===== src/hw/rtl/odpa_pkg.sv =====
package odpa_pkg;

  // orientations per pixel and CORDIC depth
  localparam int NUM_ORIENT   = 8;
  localparam int CORDIC_ITERS = 16;

  localparam int ATAN_LEN  = 24;
  localparam int ITERS_EFF = (CORDIC_ITERS < ATAN_LEN) ? CORDIC_ITERS : ATAN_LEN;
  localparam int ITER_W    = $clog2(ATAN_LEN);
  localparam int OI_W      = $clog2(NUM_ORIENT);

  localparam int SAMPLE_W = 16;
  localparam int COEF_W   = 16;
  localparam int SUM_W    = 20;
  localparam int PHASE_W  = 16;

  // harmonic accumulators: 17x16 signed product plus growth over the orientations
  localparam int ACC_W   = SAMPLE_W + COEF_W + OI_W + 1;
  // vectoring datapath: headroom for the CORDIC gain on a diagonal vector
  localparam int CW      = ACC_W + 2;
  // magnitude product split into two partial products
  localparam int LO_W    = 20;
  localparam int HI_W    = CW - LO_W;
  localparam int GAIN_W  = 24;
  localparam int MAGP_W  = CW + GAIN_W;
  localparam int MAG_SHIFT = 39;
  localparam int MAG_W   = MAGP_W - MAG_SHIFT;

  localparam logic [31:0] GAIN_Q24  = 32'd10188014;
  localparam logic [31:0] DEG_SCALE = 32'd45;
  localparam logic [31:0] RAD_SCALE = 32'd3373259426;
  localparam int DEG_SHIFT = 22;
  localparam int RAD_SHIFT = 48;
  localparam logic [SUM_W-1:0] AMP_MAX = '1;
  localparam logic [31:0] HALF_TURN = 32'h8000_0000;

  // register map
  localparam logic REG_DEGREE_MODE = 1'b0;

  localparam logic [31:0] ATAN_TAB [ATAN_LEN] = '{
    32'd536870912, 32'd316933406, 32'd167458907, 32'd85004756, 32'd42667331,
    32'd21354465, 32'd10679838, 32'd5340245, 32'd2670163, 32'd1335087,
    32'd667544, 32'd333772, 32'd166886, 32'd83443, 32'd41722, 32'd20861,
    32'd10430, 32'd5215, 32'd2608, 32'd1304, 32'd652, 32'd326, 32'd163, 32'd81
  };

  typedef logic [NUM_ORIENT-1:0][COEF_W-1:0] coef_tab_t;

  // Q1.15 cos/sin of 2*pi*k/NUM_ORIENT by a Q2.30 rotation CORDIC; elaboration only
  function automatic coef_tab_t build_coef(input bit want_sin);
    coef_tab_t   tab;
    logic [31:0] a;
    logic [31:0] offs;
    bit          flip;
    longint      x, y, z, nx, ny, v, r;
    for (int k = 0; k < NUM_ORIENT; k++) begin
      a    = 32'(((longint'(k) <<< 32) + NUM_ORIENT / 2) / NUM_ORIENT);
      offs = a - 32'h4000_0000;
      flip = offs < 32'h8000_0000;
      if (flip) begin
        a = a - 32'h8000_0000;
      end
      z = a[31] ? (longint'(a) - (64'sd1 <<< 32)) : longint'(a);
      x = 64'sd652032874;
      y = 64'sd0;
      for (int i = 0; i < ATAN_LEN; i++) begin
        if (z >= 0) begin
          nx = x - (y >>> i);
          ny = y + (x >>> i);
          z  = z - longint'(ATAN_TAB[i]);
        end else begin
          nx = x + (y >>> i);
          ny = y - (x >>> i);
          z  = z + longint'(ATAN_TAB[i]);
        end
        x = nx;
        y = ny;
      end
      if (flip) begin
        x = -x;
        y = -y;
      end
      v = want_sin ? y : x;
      if (v >= 0) begin
        r = (v + 16384) >>> 15;
      end else begin
        r = -(((-v) + 16384) >>> 15);
      end
      if (r > 32767) begin
        r = 32767;
      end
      if (r < -32768) begin
        r = -32768;
      end
      tab[k] = COEF_W'(r);
    end
    return tab;
  endfunction

  localparam coef_tab_t COS_TAB = build_coef(1'b0);
  localparam coef_tab_t SIN_TAB = build_coef(1'b1);

endpackage


===== src/hw/rtl/orientation_dft_phase_amplitude_unit.sv =====
// Orientation estimate from the first DFT harmonic of a row of filter magnitudes.
//
// Input channel (in_valid_i/in_ready_o, filter_sample_i): NUM_ORIENT words per
// pixel, orientation 0 first. Each word is taken in a single cycle; sum, maximum
// and the harmonic (real, imag) build up in registers.
// After the last word of a pixel the port drops ready while a shared CORDIC
// add/shift stage iterates once per cycle, then one shared
// 32x32 multiplier runs three passes (two magnitude partial products, one phase
// scale). The result word appears on out_valid_o after the load step, the CORDIC
// iterations, the three multiply passes and the finishing step; the next pixel's
// words are taken only once the finishing step is done.
// Output channel (out_valid_o/out_ready_i): amplitude_o, phase_o, phase_valid_o
// sit in an output register, so the next pixel's words are taken while a result
// waits; only the finishing step holds if the previous result is still unread.
// degree_mode (APB, address 0) selects phase in degrees Q9.7 or radians Q3.13;
// write it only while idle. Reset clears the accumulators, the mode and the
// output valid; no clearing pass is needed.
module orientation_dft_phase_amplitude_unit (
  input  logic                          clk_i,
  input  logic                          rst_ni,
  input  logic                          in_valid_i,
  output logic                          in_ready_o,
  input  logic [odpa_pkg::SAMPLE_W-1:0] filter_sample_i,
  output logic                          out_valid_o,
  input  logic                          out_ready_i,
  output logic [odpa_pkg::SUM_W-1:0]    amplitude_o,
  output logic [odpa_pkg::PHASE_W-1:0]  phase_o,
  output logic                          phase_valid_o,
  input  logic                          psel,
  input  logic                          penable,
  input  logic                          pwrite,
  input  logic [2:0]                    paddr,
  input  logic [31:0]                   pwdata,
  output logic [31:0]                   prdata,
  output logic                          pready
);
  import odpa_pkg::*;

  typedef enum logic [2:0] {
    ST_ACCUM,
    ST_CINIT,
    ST_CORDIC,
    ST_MLO,
    ST_MHI,
    ST_PHASE,
    ST_DONE
  } state_e;

  state_e                   state_q, state_d;
  logic [OI_W-1:0]          orient_q, orient_d;
  logic signed [ACC_W-1:0]  real_acc_q, real_acc_d;
  logic signed [ACC_W-1:0]  imag_acc_q, imag_acc_d;
  logic [SUM_W-1:0]         sum_acc_q, sum_acc_d;
  logic [SAMPLE_W-1:0]      max_q, max_d;
  logic                     mode_q, mode_d;
  logic                     out_valid_q, out_valid_d;
  logic [SUM_W-1:0]         amp_q, amp_d;
  logic [PHASE_W-1:0]       phase_q, phase_d;
  logic                     pvalid_q, pvalid_d;

  // datapath, no reset
  logic signed [CW-1:0]     x_q, x_d;
  logic signed [CW-1:0]     y_q, y_d;
  logic [31:0]              z_q, z_d;
  logic [ITER_W-1:0]        it_q, it_d;
  logic                     hzero_q, hzero_d;
  logic [63:0]              prod_q, prod_d;
  logic [MAGP_W-1:0]        mag_acc_q, mag_acc_d;

  logic signed [SAMPLE_W+COEF_W:0] prod_re, prod_im;
  logic signed [CW-1:0]     x_sh, y_sh;
  logic [CW-1:0]            x_pos;
  logic [31:0]              b_angle;
  logic [31:0]              mul_a, mul_b;
  logic [63:0]              mul_p;
  logic [MAGP_W-1:0]        mag_rnd;
  logic [MAG_W:0]           amp_wide;
  logic [63:0]              deg_rnd, rad_rnd;
  logic                     in_fire, cfg_wr, real_pos;

  assign in_ready_o    = (state_q == ST_ACCUM);
  assign in_fire       = in_valid_i && in_ready_o;
  assign out_valid_o   = out_valid_q;
  assign amplitude_o   = amp_q;
  assign phase_o       = phase_q;
  assign phase_valid_o = pvalid_q;

  assign pready = 1'b1;
  assign cfg_wr = psel && penable && pwrite && pready;
  assign prdata = (paddr[2] == REG_DEGREE_MODE) ? {31'b0, mode_q} : 32'b0;

  // per-word harmonic terms
  assign prod_re = $signed({1'b0, filter_sample_i}) * $signed(COS_TAB[orient_q]);
  assign prod_im = $signed({1'b0, filter_sample_i}) * $signed(SIN_TAB[orient_q]);

  // CORDIC shifts are floor shifts
  assign x_sh = x_q >>> it_q;
  assign y_sh = y_q >>> it_q;

  assign real_pos = !real_acc_q[ACC_W-1] && (real_acc_q != '0);
  assign x_pos    = x_q[CW-1] ? '0 : x_q;
  assign b_angle  = hzero_q ? 32'b0 : (z_q + HALF_TURN);

  // shared multiplier
  always_comb begin
    mul_a = 32'b0;
    mul_b = GAIN_Q24;
    case (state_q)
      ST_MLO:   mul_a = 32'(x_pos[LO_W-1:0]);
      ST_MHI:   mul_a = 32'(x_pos[CW-1:LO_W]);
      ST_PHASE: begin
        mul_a = b_angle;
        mul_b = mode_q ? DEG_SCALE : RAD_SCALE;
      end
      default:  mul_a = 32'b0;
    endcase
  end
  assign mul_p = 64'(mul_a) * 64'(mul_b);

  assign mag_rnd  = mag_acc_q + (MAGP_W'(1) << (MAG_SHIFT - 1));
  assign amp_wide = (MAG_W+1)'(mag_rnd[MAGP_W-1:MAG_SHIFT]) + (MAG_W+1)'(sum_acc_q);
  assign deg_rnd  = prod_q + (64'd1 << (DEG_SHIFT - 1));
  assign rad_rnd  = prod_q + (64'd1 << (RAD_SHIFT - 1));

  always_comb begin
    state_d     = state_q;
    orient_d    = orient_q;
    real_acc_d  = real_acc_q;
    imag_acc_d  = imag_acc_q;
    sum_acc_d   = sum_acc_q;
    max_d       = max_q;
    mode_d      = mode_q;
    out_valid_d = out_valid_q && !out_ready_i;
    amp_d       = amp_q;
    phase_d     = phase_q;
    pvalid_d    = pvalid_q;
    x_d         = x_q;
    y_d         = y_q;
    z_d         = z_q;
    it_d        = it_q;
    hzero_d     = hzero_q;
    prod_d      = prod_q;
    mag_acc_d   = mag_acc_q;

    if (cfg_wr && (paddr[2] == REG_DEGREE_MODE)) begin
      mode_d = pwdata[0];
    end

    unique case (state_q)
      ST_ACCUM: begin
        if (in_fire) begin
          real_acc_d = real_acc_q + ACC_W'(prod_re);
          imag_acc_d = imag_acc_q + ACC_W'(prod_im);
          sum_acc_d  = sum_acc_q + SUM_W'(filter_sample_i);
          if (filter_sample_i > max_q) begin
            max_d = filter_sample_i;
          end
          if (orient_q == OI_W'(NUM_ORIENT - 1)) begin
            state_d = ST_CINIT;
          end else begin
            orient_d = orient_q + 1'b1;
          end
        end
      end
      ST_CINIT: begin
        // vector (-real,-imag) folded into the right half plane
        if (real_pos) begin
          x_d = CW'(real_acc_q);
          y_d = CW'(imag_acc_q);
          z_d = HALF_TURN;
        end else begin
          x_d = -CW'(real_acc_q);
          y_d = -CW'(imag_acc_q);
          z_d = 32'b0;
        end
        hzero_d = (real_acc_q == '0) && (imag_acc_q == '0);
        it_d    = '0;
        state_d = ST_CORDIC;
      end
      ST_CORDIC: begin
        if (!y_q[CW-1]) begin
          x_d = x_q + y_sh;
          y_d = y_q - x_sh;
          z_d = z_q + ATAN_TAB[it_q];
        end else begin
          x_d = x_q - y_sh;
          y_d = y_q + x_sh;
          z_d = z_q - ATAN_TAB[it_q];
        end
        it_d = it_q + 1'b1;
        if (it_q == ITER_W'(ITERS_EFF - 1)) begin
          state_d = ST_MLO;
        end
      end
      ST_MLO: begin
        prod_d  = mul_p;
        state_d = ST_MHI;
      end
      ST_MHI: begin
        mag_acc_d = prod_q[MAGP_W-1:0];
        prod_d    = mul_p;
        state_d   = ST_PHASE;
      end
      ST_PHASE: begin
        mag_acc_d = mag_acc_q + {prod_q[MAGP_W-LO_W-1:0], LO_W'(0)};
        prod_d    = mul_p;
        state_d   = ST_DONE;
      end
      ST_DONE: begin
        // hold while the previous result is still unread
        if (!out_valid_q || out_ready_i) begin
          out_valid_d = 1'b1;
          amp_d       = (amp_wide > (MAG_W+1)'(AMP_MAX)) ? AMP_MAX : amp_wide[SUM_W-1:0];
          pvalid_d    = (max_q != '0);
          if (max_q == '0) begin
            phase_d = '0;
          end else if (mode_q) begin
            phase_d = deg_rnd[DEG_SHIFT+PHASE_W-1:DEG_SHIFT];
          end else begin
            phase_d = rad_rnd[RAD_SHIFT+PHASE_W-1:RAD_SHIFT];
          end
          real_acc_d = '0;
          imag_acc_d = '0;
          sum_acc_d  = '0;
          max_d      = '0;
          orient_d   = '0;
          state_d    = ST_ACCUM;
        end
      end
      default: state_d = ST_ACCUM;
    endcase
  end

  always_ff @(posedge clk_i or negedge rst_ni) begin
    if (!rst_ni) begin
      state_q     <= ST_ACCUM;
      orient_q    <= '0;
      real_acc_q  <= '0;
      imag_acc_q  <= '0;
      sum_acc_q   <= '0;
      max_q       <= '0;
      mode_q      <= 1'b0;
      out_valid_q <= 1'b0;
      amp_q       <= '0;
      phase_q     <= '0;
      pvalid_q    <= 1'b0;
    end else begin
      state_q     <= state_d;
      orient_q    <= orient_d;
      real_acc_q  <= real_acc_d;
      imag_acc_q  <= imag_acc_d;
      sum_acc_q   <= sum_acc_d;
      max_q       <= max_d;
      mode_q      <= mode_d;
      out_valid_q <= out_valid_d;
      amp_q       <= amp_d;
      phase_q     <= phase_d;
      pvalid_q    <= pvalid_d;
    end
  end

  always_ff @(posedge clk_i) begin
    x_q       <= x_d;
    y_q       <= y_d;
    z_q       <= z_d;
    it_q      <= it_d;
    hzero_q   <= hzero_d;
    prod_q    <= prod_d;
    mag_acc_q <= mag_acc_d;
  end

  // last word of a pixel starts the vectoring
  a_last_word: assert property (@(posedge clk_i) disable iff (!rst_ni)
    in_fire && (orient_q == OI_W'(NUM_ORIENT - 1)) |=> state_q == ST_CINIT)
    else $error("last word did not start vectoring");

  // iteration count starts from zero
  a_iter_start: assert property (@(posedge clk_i) disable iff (!rst_ni)
    state_q == ST_CINIT |=> it_q == '0)
    else $error("CORDIC counter not cleared");

  // a fresh result only comes from the finishing step
  a_out_source: assert property (@(posedge clk_i) disable iff (!rst_ni)
    $rose(out_valid_q) |-> $past(state_q) == ST_DONE)
    else $error("result raised outside finish");

  // an invalid phase reads as zero
  a_phase_zero: assert property (@(posedge clk_i) disable iff (!rst_ni)
    out_valid_o && !phase_valid_o |-> phase_o == '0)
    else $error("invalid phase not zero");

endmodule

===== config.mk =====
export PLATFORM = sky130hd
export DESIGN_NAME = orientation_dft_phase_amplitude_unit
export DESIGN_NICKNAME = d
export VERILOG_FILES = /design/src/hw/rtl/odpa_pkg.sv /design/src/hw/rtl/orientation_dft_phase_amplitude_unit.sv
export SDC_FILE = /design/constraint.sdc
export NUM_CORES = 2
export LEC_CHECK = 0
export ABC_AREA = 1
export CAP_MARGIN = 25
export CORE_UTILIZATION = 50
export DETAILED_ROUTE_END_ITERATION = 10
export DONT_BUFFER_PORTS = 1
export PLACE_DENSITY = 0.67
export RECOVER_POWER = 100
export SYNTH_ARGS = -nofsm -noshare
export SYNTH_HDL_FRONTEND = slang
export SYNTH_SLANG_ARGS = --single-unit
export TNS_END_PERCENT = 50

===== constraint.sdc =====
create_clock -name clk_i -period 25.6 [get_ports clk_i]
set_input_delay 3.84 -clock clk_i [delete_from_list [all_inputs] [get_ports clk_i]]
set_output_delay 3.84 -clock clk_i [all_outputs]
set_load 0.05 [all_outputs]

==> metrics <==
GP Congestion=slightly above 1; family with the most delay on the worst path=simple AND/OR/NAND/NOR gates; GRT overflow=0; Slowest-stage cell, CP=nor2_1; initial core utilization=0.5049; EDFF count, synth=220; critical path peak fanout=between 60 and 70; Buf+Inv Stages, Crit Path=10; post-cts hold buffer count=0; cells on worst reg2reg path=39; clock root cell=clkbuf_16; I/O pin cnt=130; RSZ-0062 raised after global routing=false; initial detailed-routing violation count=~6,300; Seq/Total Area, Yosys=0.1338; Die Width=396.9 um; CP Launch Type=flip-flop; post-CTS sizing=0; worst r2r dst=prod_q[61]; worst setup path startpoint=state_q[0]; port buffer count=0; Num CTS Buffers=47; most frequent CP cell=inv_1; CP Capture Point=prod_q[61]; Distinct cells, synth=between 70 and 80; post-DP HPWL=216.9 mm; fmax=around 65 MHz; largest net degree at the start of global routing=between 150 and 200; clk slew on worst S/H paths=0.07 ns; Post-Syn Area per Cell=7.715 sq um; Clock Path Buffers=3; setup TNS=0 ns; largest cells by area after synthesis=fa_1, ha_1, inv_1; Syn Inst Count=10,110; Data arrival, critical path=between 15 and 20 ns; area of the multi-input gates=just under 0.06 sq mm; CP peak stage delay=around 2.9 ns; Post-Syn Area=0.07797 sq mm; routed wire length=~260 mm; Clock Sinks=around 370; Post-DRT Antenna Nets=0; drt drc=32; H-tree levels=2; Final #Nets=between 10,000 and 15,000; critical path capture point type=flip-flop; first-pass GRT wire length=roughly 400 mm; critical path type=flip-flop to flip-flop; antenna violations before repair=6; CTS tree=done; reg-to-reg slack, setup=~10 ns; crit path time final=~15 ns; Reg area=0.01044 sq mm; Synth area leader=fa_1; period utilisation layout=0.6001; Synth Register Bits=373; Final setup viols=0; Die Footprint=between 0.15 and 0.2 sq mm; worst-margin pin slew=roughly 4 ns; YS warnings=0; max-cap violation count=14; share of layout cells above drive strength 1=0.02891; status=finished with violations; Worst path depth=39; Die H=about 400 um; worst r2r src=state_q[0]; vias per cell=5.568; # fillers=roughly 15,000; Fin Clk Skew=0.04010 ns; vias in the first global route=67,200; worst skew pair latency=0.68 ns; total core area=roughly 0.15 sq mm; max_slew headroom=-1.630; Rows=approximately 140; Pre-Repair DR Iteration Count=11; Post-CTS Setup Bufs=0; total track usage=0.3273; via count=between 60,000 and 70,000; WP data required=between 20 and 30 ns; Final Hold Fails=0; DR WL/cell=roughly 21 um; count leader, synth=inv_1; failing checks=DRC, capacitance limit, slew limit; hold crit path type=flip-flop to flip-flop; share of the synthesized area in the top cell type=0.2640; Slew Limit Fails=between 600 and 700; most frequent cells after synthesis=inv_1, nand2_1, fa_1, ha_1, nor2_1; Async S/R FF share, synth=0.4102; Synth-to-Final Area Change=4.872%; Synth Flop Type=edfxtp_1
==> registers in the layout, indices dropped and copies added (netlist names), 20 cells and up <==
name / count
prod_q: 64
imag_acc_q: 36
amplitude_o: 20
mag_acc_q: 42
x_q: 38
sum_acc_q: 20
real_acc_q: 36
y_q: 38
z_q: 32
==> how the worst min path moves through the flow <==
stage	startpoint	endpoint	slack, ns	depth (start not counted)
2_1_floorplan	real_acc_q[31]	real_acc_q[31]	0.47	2
3_3_place_gp	max_q[4]	max_q[4]	0.52	2
3_5_place_dp	real_acc_q[31]	real_acc_q[31]	0.52	2
4_1_cts	real_acc_q[31]	real_acc_q[31]	0.54	2
5_1_grt	max_q[9]	max_q[9]	0.56	2
6_report	real_acc_q[31]	real_acc_q[31]	0.54	2
==> cells by family after synthesis <==
kind of cell / after synthesis / synth area share
xor+xnor: 281 / 0.03157
fa+ha+maj: 1942 / 0.4106
simple gates: 3480 / 0.1889
flops: 373 / 0.1338
buf+inv: 2509 / 0.1256
mux: 1 / 0.0001284
compound gates: 1518 / 0.1093
other cells: 2 / 0.00009632
==> worst min-delay path, stage by stage, from the launching register on <==
cell,delay [ns]
dfrtp_1,0.38
nand2_1,0.06
o21ai_0,0.06
==> cells in the final DEF (no fill, tap or decap), drive strengths merged, types with 61 or more instances in the layout <==
cell,instances
edfxtp,220
nand4,70
inv,2263
nor3,84
a31oi,79
clkbuf,70
o21ai,552
dfrtp,153
fa,1028
a21oi,605
xor2,169
ha,914
xnor2,112
conb,104
buf,61
nor2,852
nand2,1803
nand3,575
==> per-stage QoR <==
step	hold WS, ns	utilization	instance area, sq um	instances	worst slack, ns
2_1_floorplan	0.4750	-	78350	10210	15.97
3_3_place_gp	0.5228	0.5195	80210	12080	14.49
3_5_place_dp	0.5237	0.5197	80240	12090	14.41
4_1_cts	0.5389	0.5303	81890	12180	14.82
5_1_grt	0.5551	0.5295	81760	12180	9.450
6_report	0.5414	0.5295	81760	12180	10.24
==> per-layer routing <==
metal	share of wire	vias to the layer above	routed length [um]	global-route usage
met5	0.000090	-	23	0
met4	0.029	4	7431	0.08639
met3	0.11	398	27660	0.08816
met2	0.42	2815	107000	0.4796
met1	0.45	32760	114000	0.4733
li1	-	31840	-	-
==> cell type report <==
type | instances | share of cell area
clock inverter | 32 | 0.005096
sequential | 373 | 0.1276
timing repair buffer | 75 | 0.006335
tap | 2044 | 0.03128
antenna | 1 | 0.00003060
clock buffer | 56 | 0.01506
multi-input combinational | 7326 | 0.7101
inverter | 2273 | 0.1045
Power is left out: the tool's default activity adds up to more than one toggle a clock period on the data nets, which glitch-free logic cannot reach.
